--- config.mk ---
export PLATFORM = sky130hd
export DESIGN_NAME = window_peak_count_max_unit
export DESIGN_NICKNAME = d
export VERILOG_FILES = /design/src/rtl/wpc_pkg.sv /design/src/rtl/wpc_front.sv /design/src/rtl/wpc_queue.sv /design/src/rtl/wpc_back.sv /design/src/rtl/window_peak_count_max_unit.sv
export SDC_FILE = /design/constraint.sdc
export NUM_CORES = 2
export LEC_CHECK = 0
export ABC_AREA = 1
export BUFFER_PORTS_ARGS = -buffer_cell sky130_fd_sc_hd__buf_2
export CAP_MARGIN = 20
export CELL_PAD_IN_SITES_DETAIL_PLACEMENT = 0
export CELL_PAD_IN_SITES_GLOBAL_PLACEMENT = 1
export CORE_MARGIN = 2
export CORE_UTILIZATION = 48
export CTS_CLUSTER_SIZE = 24
export DETAILED_ROUTE_END_ITERATION = 8
export PLACE_DENSITY_LB_ADDON = 0.1
export SYNTH_ARGS = -nofsm -noshare
export SYNTH_HDL_FRONTEND = slang
export SYNTH_SLANG_ARGS = --single-unit
--- constraint.sdc ---
create_clock -name clk -period 93.6 [get_ports clk]
set_input_delay 14.04 -clock clk [delete_from_list [all_inputs] [get_ports clk]]
set_output_delay 14.04 -clock clk [all_outputs]
set_load 0.01 [all_outputs]
--- src/rtl/wpc_pkg.sv ---
// Shared widths, limits and the item record passed between the front end,
// the queue and the back end of the window peak counter. No dependencies.
package wpc_pkg;

	localparam int SAMPLE_W    = 16;  // sample field on the input stream
	localparam int IDX_W       = 16;  // sample position and window start
	localparam int CNT_W       = 10;  // peak counts
	localparam int PARTS_W     = 10;  // best_parts result field
	localparam int WL_W        = 11;  // window_length register
	localparam int EFF_W       = 17;  // clamped window length, holds up to 65536
	localparam int IN_DATA_W   = 16;
	localparam int OUT_DATA_W  = 32;
	localparam int OUT_PAD_W   = OUT_DATA_W - PARTS_W - IDX_W;
	localparam int QUEUE_DEPTH = 4;
	localparam int QPTR_W      = 2;

	localparam logic [IDX_W-1:0] IDX_MAX    = '1;
	localparam logic [CNT_W-1:0] CNT_MAX    = '1;
	localparam logic [EFF_W-1:0] MIN_EFF    = EFF_W'(3);
	localparam logic [WL_W-1:0]  MIN_LENGTH = WL_W'(3);

	// One classified sample, ready for the counting logic.
	typedef struct packed {
		logic             peak;   // the sample before this one is a peak
		logic             drop;   // a peak leaves the window on this sample
		logic             check;  // a complete window ends on this sample
		logic [IDX_W-1:0] left;   // 1-based start of that window
		logic             last;   // closes the sequence
	} wpc_item_t;

endpackage

--- src/rtl/wpc_front.sv ---
// Front end of the window peak counter: takes samples, detects peaks, keeps
// the peak flag ring and classifies each sample into a wpc_item_t. Uses wpc_pkg.
module wpc_front #(
	parameter int MAX_WINDOW  = 1024,
	parameter int SAMPLE_BITS = 16
) (
	input  logic                        clk,
	input  logic                        arst_n,
	input  logic                        cfg_valid,
	output logic                        cfg_ready,
	input  logic [wpc_pkg::WL_W-1:0]    cfg_data,
	input  logic                        in_valid,
	output logic                        in_ready,
	input  logic [wpc_pkg::SAMPLE_W-1:0] in_sample,
	input  logic                        in_last,
	output logic                        out_valid,
	input  logic                        out_ready,
	output wpc_pkg::wpc_item_t          out_item
);
	import wpc_pkg::*;

	localparam int KEEP_BITS  = (SAMPLE_BITS < SAMPLE_W) ? SAMPLE_BITS : SAMPLE_W;
	// The ring is rounded up to a power of two; a read always lands on a
	// position less than MAX_WINDOW behind the write, so the answers match.
	localparam int ADDR_BITS  = $clog2(MAX_WINDOW);
	localparam int RING_DEPTH = 1 << ADDR_BITS;
	localparam logic [EFF_W-1:0] MAX_EFF = EFF_W'(MAX_WINDOW);

	logic [EFF_W-1:0]     eff_q;
	logic                 len_ok_q;
	logic [EFF_W-1:0]     cfg_ext;
	logic [EFF_W-1:0]     cfg_eff;

	logic [KEEP_BITS-1:0] older_q;
	logic [KEEP_BITS-1:0] newer_q;
	logic [IDX_W-1:0]     idx_q;

	logic                 ring_q [RING_DEPTH];

	logic                 valid_s1;
	logic                 peak_s1;
	logic                 leave_s1;
	logic                 check_s1;
	logic [IDX_W-1:0]     left_s1;
	logic                 last_s1;
	logic                 gone_s1;

	logic                 accept;
	logic [KEEP_BITS-1:0] cur;
	logic [EFF_W-1:0]     idx_ext;
	logic                 has_pair;
	logic                 peak;
	logic                 leave_ok;
	logic                 check;
	logic [EFF_W-1:0]     left_full;
	logic [EFF_W-1:0]     gone_pos;
	logic [IDX_W-1:0]     wr_pos;
	logic [ADDR_BITS-1:0] rd_addr;
	logic [ADDR_BITS-1:0] wr_addr;

	assign cfg_ready = 1'b1;
	assign cfg_ext   = EFF_W'(cfg_data);

	always_comb begin
		if (cfg_ext < MIN_EFF) begin
			cfg_eff = MIN_EFF;
		end else if (cfg_ext > MAX_EFF) begin
			cfg_eff = MAX_EFF;
		end else begin
			cfg_eff = cfg_ext;
		end
	end

	assign in_ready = !valid_s1 || out_ready;
	assign accept   = in_valid && in_ready;
	assign cur      = in_sample[KEEP_BITS-1:0];
	assign idx_ext  = EFF_W'(idx_q);

	always_comb begin
		has_pair  = (idx_q[IDX_W-1:1] != '0);
		peak      = has_pair && (older_q < newer_q) && (newer_q > cur);
		leave_ok  = (idx_ext >= eff_q);
		check     = len_ok_q && ((idx_ext + EFF_W'(1)) >= eff_q);
		left_full = idx_ext + EFF_W'(2) - eff_q;
		gone_pos  = idx_ext + EFF_W'(1) - eff_q;
		wr_pos    = idx_q - IDX_W'(1);
		rd_addr   = gone_pos[ADDR_BITS-1:0];
		wr_addr   = wr_pos[ADDR_BITS-1:0];
	end

	always_ff @(posedge clk) begin
		if (accept && has_pair) begin
			ring_q[wr_addr] <= peak;
		end
		if (accept) begin
			gone_s1 <= ring_q[rd_addr];
		end
	end

	always_ff @(posedge clk) begin
		if (accept) begin
			peak_s1  <= peak;
			leave_s1 <= leave_ok;
			check_s1 <= check;
			left_s1  <= left_full[IDX_W-1:0];
			last_s1  <= in_last;
		end
	end

	always_ff @(posedge clk or negedge arst_n) begin
		if (!arst_n) begin
			valid_s1 <= 1'b0;
			eff_q    <= MIN_EFF;
			len_ok_q <= 1'b1;
			older_q  <= '0;
			newer_q  <= '0;
			idx_q    <= '0;
		end else begin
			if (accept) begin
				valid_s1 <= 1'b1;
			end else if (out_ready) begin
				valid_s1 <= 1'b0;
			end
			if (cfg_valid && cfg_ready) begin
				eff_q    <= cfg_eff;
				len_ok_q <= (cfg_data >= MIN_LENGTH);
			end
			if (accept) begin
				if (in_last) begin
					older_q <= '0;
					newer_q <= '0;
					idx_q   <= '0;
				end else begin
					older_q <= newer_q;
					newer_q <= cur;
					if (idx_q != IDX_MAX) begin
						idx_q <= idx_q + IDX_W'(1);
					end
				end
			end
		end
	end

	assign out_valid      = valid_s1;
	assign out_item.peak  = peak_s1;
	assign out_item.drop  = leave_s1 && gone_s1;
	assign out_item.check = check_s1;
	assign out_item.left  = left_s1;
	assign out_item.last  = last_s1;

endmodule

--- src/rtl/wpc_queue.sv ---
// Short queue of classified samples between the front end and the back end
// of the window peak counter. Uses wpc_pkg for the item record and depth.
module wpc_queue (
	input  logic               clk,
	input  logic               arst_n,
	input  logic               in_valid,
	output logic               in_ready,
	input  wpc_pkg::wpc_item_t in_item,
	output logic               out_valid,
	input  logic               out_ready,
	output wpc_pkg::wpc_item_t out_item
);
	import wpc_pkg::*;

	localparam logic [QPTR_W:0] FULL_COUNT = (QPTR_W + 1)'(QUEUE_DEPTH);

	wpc_item_t         entry_q [QUEUE_DEPTH];
	logic [QPTR_W-1:0] wr_ptr_q;
	logic [QPTR_W-1:0] rd_ptr_q;
	logic [QPTR_W:0]   count_q;
	logic              push;
	logic              pop;

	assign in_ready  = (count_q != FULL_COUNT);
	assign out_valid = (count_q != '0);
	assign out_item  = entry_q[rd_ptr_q];
	assign push      = in_valid && in_ready;
	assign pop       = out_valid && out_ready;

	always_ff @(posedge clk) begin
		if (push) begin
			entry_q[wr_ptr_q] <= in_item;
		end
	end

	always_ff @(posedge clk or negedge arst_n) begin
		if (!arst_n) begin
			wr_ptr_q <= '0;
			rd_ptr_q <= '0;
			count_q  <= '0;
		end else begin
			if (push) begin
				wr_ptr_q <= wr_ptr_q + QPTR_W'(1);
			end
			if (pop) begin
				rd_ptr_q <= rd_ptr_q + QPTR_W'(1);
			end
			if (push && !pop) begin
				count_q <= count_q + (QPTR_W + 1)'(1);
			end else if (pop && !push) begin
				count_q <= count_q - (QPTR_W + 1)'(1);
			end
		end
	end

endmodule

--- src/rtl/wpc_back.sv ---
// Back end of the window peak counter: keeps the running window count and the
// best window, and holds the result in an output register. Uses wpc_pkg.
module wpc_back (
	input  logic                      clk,
	input  logic                      arst_n,
	input  logic                      in_valid,
	output logic                      in_ready,
	input  wpc_pkg::wpc_item_t        in_item,
	output logic                      res_valid,
	input  logic                      res_ready,
	output logic [wpc_pkg::PARTS_W-1:0] res_parts,
	output logic [wpc_pkg::IDX_W-1:0]   res_start
);
	import wpc_pkg::*;

	logic [CNT_W-1:0]   cnt_q;
	logic [CNT_W-1:0]   best_q;
	logic [IDX_W-1:0]   best_left_q;
	logic               res_valid_q;
	logic [PARTS_W-1:0] parts_q;
	logic [IDX_W-1:0]   start_q;

	logic               take;
	logic [CNT_W-1:0]   cnt_dec;
	logic [CNT_W-1:0]   cnt_new;
	logic               better;
	logic [CNT_W-1:0]   best_new;
	logic [IDX_W-1:0]   left_new;
	logic [PARTS_W-1:0] parts;

	// A sample that produces no result never waits for the output register.
	assign in_ready = !in_item.last || !res_valid_q || res_ready;
	assign take     = in_valid && in_ready;

	always_comb begin
		cnt_dec  = (in_item.drop && (cnt_q != '0)) ? cnt_q - CNT_W'(1) : cnt_q;
		cnt_new  = (in_item.peak && (cnt_dec != CNT_MAX)) ? cnt_dec + CNT_W'(1) : cnt_dec;
		better   = in_item.check && (cnt_new > best_q);
		best_new = better ? cnt_new : best_q;
		left_new = better ? in_item.left : best_left_q;
		parts    = (best_new == CNT_MAX) ? CNT_MAX : best_new + CNT_W'(1);
	end

	always_ff @(posedge clk) begin
		if (take && in_item.last) begin
			parts_q <= parts;
			start_q <= left_new;
		end
	end

	always_ff @(posedge clk or negedge arst_n) begin
		if (!arst_n) begin
			cnt_q       <= '0;
			best_q      <= '0;
			best_left_q <= IDX_W'(1);
			res_valid_q <= 1'b0;
		end else begin
			if (take) begin
				if (in_item.last) begin
					cnt_q       <= '0;
					best_q      <= '0;
					best_left_q <= IDX_W'(1);
				end else begin
					cnt_q       <= cnt_new;
					best_q      <= best_new;
					best_left_q <= left_new;
				end
			end
			if (take && in_item.last) begin
				res_valid_q <= 1'b1;
			end else if (res_ready) begin
				res_valid_q <= 1'b0;
			end
		end
	end

	assign res_valid = res_valid_q;
	assign res_parts = parts_q;
	assign res_start = start_q;

endmodule

--- src/rtl/window_peak_count_max_unit.sv ---
// Top level of the sliding-window local peak counter.
// Instantiates wpc_front, wpc_queue and wpc_back; uses wpc_pkg.
//
//   channel   direction  handshake                       payload
//   cfg       in         cfg_valid / cfg_ready           cfg_data = window_length
//   s_axis    in         s_axis_tvalid / s_axis_tready   tdata = sample, tlast = last_sample
//   m_axis    out        m_axis_tvalid / m_axis_tready   tdata = best_parts, best_start
//
// The unit takes one sample beat every clock cycle while s_axis_tready is high.
// After the edge that accepts the beat carrying tlast, the front end's stage
// register is loaded with the peak ring read, then the queue is written, and
// then the output register is loaded, which raises m_axis_tvalid.
// Reset clears all sequence state and sets window_length to three; the peak
// ring needs no clearing pass, because a sequence only reads ring entries it
// has written itself. Beats without tlast never wait for the output. A result
// the sink has not taken blocks the back end only once the next beat with
// tlast reaches it; the four-entry queue and the front end's stage register
// then fill up and s_axis_tready drops.
//
// A sample is a peak when it is strictly greater than both neighbors. For
// each window of window_length samples, the peaks strictly inside it are
// counted; the result gives the largest count plus one and the 1-based start
// of the first window that reached it.
module window_peak_count_max_unit #(
	parameter int MAX_WINDOW  = 1024,
	parameter int SAMPLE_BITS = 16
) (
	input  logic                            clk,
	input  logic                            arst_n,
	input  logic                            cfg_valid,
	output logic                            cfg_ready,
	input  logic [wpc_pkg::WL_W-1:0]        cfg_data,       // window_length
	input  logic                            s_axis_tvalid,
	output logic                            s_axis_tready,
	input  logic [wpc_pkg::IN_DATA_W-1:0]   s_axis_tdata,   // [15:0] sample
	input  logic                            s_axis_tlast,   // last_sample
	output logic                            m_axis_tvalid,
	input  logic                            m_axis_tready,
	output logic [wpc_pkg::OUT_DATA_W-1:0]  m_axis_tdata    // [9:0] best_parts,
	                                                        // [25:10] best_start,
	                                                        // [31:26] zero
);
	import wpc_pkg::*;

	wpc_item_t          front_item;
	logic               front_valid;
	logic               front_ready;
	wpc_item_t          queue_item;
	logic               queue_valid;
	logic               queue_ready;
	logic [PARTS_W-1:0] res_parts;
	logic [IDX_W-1:0]   res_start;

	// Peak detection, the peak flag ring and window bookkeeping by position.
	wpc_front #(
		.MAX_WINDOW  (MAX_WINDOW),
		.SAMPLE_BITS (SAMPLE_BITS)
	) u_front (
		.clk       (clk),
		.arst_n    (arst_n),
		.cfg_valid (cfg_valid),
		.cfg_ready (cfg_ready),
		.cfg_data  (cfg_data),
		.in_valid  (s_axis_tvalid),
		.in_ready  (s_axis_tready),
		.in_sample (s_axis_tdata[SAMPLE_W-1:0]),
		.in_last   (s_axis_tlast),
		.out_valid (front_valid),
		.out_ready (front_ready),
		.out_item  (front_item)
	);

	// Decouples the two halves so each can stall on its own.
	wpc_queue u_queue (
		.clk       (clk),
		.arst_n    (arst_n),
		.in_valid  (front_valid),
		.in_ready  (front_ready),
		.in_item   (front_item),
		.out_valid (queue_valid),
		.out_ready (queue_ready),
		.out_item  (queue_item)
	);

	// Running count, best window and the result register.
	wpc_back u_back (
		.clk       (clk),
		.arst_n    (arst_n),
		.in_valid  (queue_valid),
		.in_ready  (queue_ready),
		.in_item   (queue_item),
		.res_valid (m_axis_tvalid),
		.res_ready (m_axis_tready),
		.res_parts (res_parts),
		.res_start (res_start)
	);

	assign m_axis_tdata = {{OUT_PAD_W{1'b0}}, res_start, res_parts};

endmodule

==> metrics.yaml <==
logic_synthesis:
  yosys.area.top_type_share: 0.595
  synthDistinctLibCells: 55
  ys_seq_elements: 1256
  synth_area_mm2: 0.0581
  synth_warnings: 0
  synth_edf_count: 1151
  yosysSeqAreaShare: 0.640
  synth_area_leader_cell: "edfxtp_1"
  synthFlopType: "edfxtp_1"
  synth_top_cells_by_area: "edfxtp_1 59%, nor2_1 11%, o21ai_0 5.8%"
  synth_area_per_cell_um2: 10.2
  async_flop_share: 0.0836
  syn_inst: 5677
clocking:
  holdBufCountCts: 0
  cts.repair.resized: 0
  clockBufferDepth: 3
  clock_latency_ps: 750
  cts_root_buffer: "clkbuf_16"
  cts_sinks: 1256
  cts_setup_buffers: 0
  cts_tree: "done"
  h-tree-depth: 4
  clk_pin_slew_ps: 50
  cts-buffers-inserted: 138
route:
  drc_errors: 0
  drt_pass1_iterations: 6
  wirelength_um: 168000
  via_per_inst: 5.81
  num_vias: 42200
  avgRoutedWirePerCell_um: 23.1
  initialDrtViolationCount: 4148
  ant_nets: 0
flow_run:
  cap_violations: 0
setup_path:
  critPathMaxFanout: 114
  end_kind: "flop"
  critical_path_class: "primary input to flop"
  cp_data_arrival_time_ps: 19790
  crit_required_ps: 94020
  start_kind: "primary input"
placed_design:
  place_area_mm2: 0.0597
  dpl_worst_slack_ps: 73590
  gp_congestion: 0.820
  numPortBuffers: 60
  place_hpwl_um: 85800
sta:
  max_freq_ghz: 0.0516
  fin_skew_ps: 25.7
  postLayoutSetupSlackWorst_ps: 74230
  layout_min_cycle_time_ps: 19370
  fin_crit_sh: 0.207
  finalMaxSlewViolations: 0
  setup_viol: 0
  worst_slew_pin_slew_ps: 1300
  max_slew_margin: 0.132
  rsz0062_at_grt: "false"
  finalHoldViolations: 0
  setup_tns_ps: 0
pwr:
  ir_drop_mv: 0.0366
  p_per_area_mw_per_mm2: 33.0
  leakagePower_nw: 21.9
grt:
  grt_antenna_before_repair: 1
  grt_pass1_wl_um: 251000
  gr-total-overflow: 0
  grt_start_max_net_pins: 287
  grt_usage: 0.267
  grt_pass1_vias: 40200
floorplan:
  die_area_mm2: 0.124
  std_cell_rows: 127
  die_w_um: 352
  start_util: 0.484
  core_area_mm2: 0.120
  die_h_um: 352
  io_pins: 68
layout:
  finish.instance_area_mm2: 0.0646
  area_growth_pct: 11.1
  nNetsFinal: 5675
  layout-drive-gt1-share: 0.0845
run_status:
  status: "finished clean"
worst_hold_path:
  hp-class: "flop to flop"
power by group:
group          leakage [nW]  internal, W  total [W]  switching, W
registers              12.0     0.000671   0.000685     0.0000141
logic                  7.82     0.000260   0.000915      0.000656
clock network          2.13     0.000312   0.000533      0.000221
total                  21.9      0.00124    0.00213      0.000891
registers in the layout (all words and copies together) (netlist names), 2 cells and up:
name                flops
u_queue.rd_ptr_q        2
u_front.older_q        16
u_back.best_q          10
u_back.res_start       16
u_queue.wr_ptr_q        2
u_back.res_parts       10
u_front.newer_q        16
u_front.left_s1        16
u_back.cnt_q           10
u_front.ring_q       1024
u_queue.entry_q        80
u_back.best_left_q     16
u_front.idx_q          16
u_queue.count_q         3
u_front.eff_q          11
cells in the mapped netlist (all sizes together), types with 4 or more instances:
cell type	n
o31ai	16
o21a	25
o21ai	681
a21o	4
fa	7
nor3	19
nor2	1723
nand4	10
edfxtp	1151
ha	100
a21oi	50
o221ai	17
nand3	135
dfstp	4
o21bai	62
xor2	43
nor4	5
o22ai	296
dfrtp	101
clkbuf	300
nand2	444
xnor2	6
inv	228
o211ai	67
buf	158
kinds of logic after synthesis:
family / share of synthesized area
flops: 0.640
xor+xnor: 0.00738
buf+inv: 0.0467
fa+ha+maj: 0.0239
other cells: 0.000129
compound gates: 0.122
simple gates: 0.160
through the flow:
step | instances | hold WS, ps | total power, W | util
2_1_floorplan | 5682 | 447 | 0.00133 | -
3_3_place_gp | 6981 | 464 | 0.00159 | 0.496
3_5_place_dp | 6988 | 472 | 0.00160 | 0.498
4_1_cts | 7236 | 484 | 0.00213 | 0.534
5_1_grt | 7255 | 500 | 0.00226 | 0.538
6_report | 7257 | 480 | 0.00213 | 0.538
worst paths after layout:
path | from | slack (ps) | cells after the start | to
setup / recovery | s_axis_tdata[3] | 74230 | 16 | u_front.ring_q[207]
hold / removal | u_front.len_ok_q | 480 | 2 | u_front.len_ok_q
setup reg to reg | u_queue.rd_ptr_q[1] | 87260 | 29 | u_back.res_parts[6]
hold reg to reg | u_front.len_ok_q | 480 | 2 | u_front.len_ok_q
max in group asynchronous | arst_n | 78950 | 2 | u_back.cnt_q[8]
min in group asynchronous | arst_n | 13340 | 1 | u_front.newer_q[10]
critical path, stage by stage:
cell,delay (ps)
buf_2,90
inv_1,40
ha_1,300
nand3_1,100
o211ai_1,170
a21o_1,140
a21oi_1,60
o21ai_0,180
nand2_1,70
a32o_1,240
nor3_2,140
buf_4,700
buf_4,830
buf_4,710
buf_4,860
buf_4,770
placed cells by master, fill, tap and decap left out, types with 18 or more instances in the layout:
cell type / instances
inv_1: 208
inv_2: 18
a21oi_1: 49
dfrtp_1: 101
buf_4: 82
clkinv_1: 37
ha_1: 99
o21ai_0: 678
buf_16: 22
nand3_1: 121
edfxtp_1: 1151
buf_2: 59
nand2_2: 47
o22ai_1: 296
xor2_1: 39
o21bai_1: 62
o211ai_1: 67
clkbuf_16: 144
nand2_1: 393
nor2_1: 1710
o21a_1: 25
clkbuf_1: 30
cell type report:
type | count | area (um2)
Timing Repair Buffer | 171 | 1670
Inverter | 231 | 887
Fill cell | 10800 | 55400
Multi-Input combinational cell | 3737 | 18400
Clock inverter | 73 | 654
Antenna cell | 2 | 5.00
Tap cell | 1612 | 2020
Clock buffer | 175 | 3730
Sequential cell | 1256 | 37200
routing by layer:
metal | up-vias | GRT usage | routed length [um]
li1 | 19400 | - | -
met1 | 21200 | 0.365 | 72200
met2 | 1343 | 0.436 | 79400
met3 | 279 | 0.0410 | 11200
met4 | 0 | 0.0876 | 4950
met5 | - | 0 | 0
No activity file was read; power rests on OpenSTA's default activity.
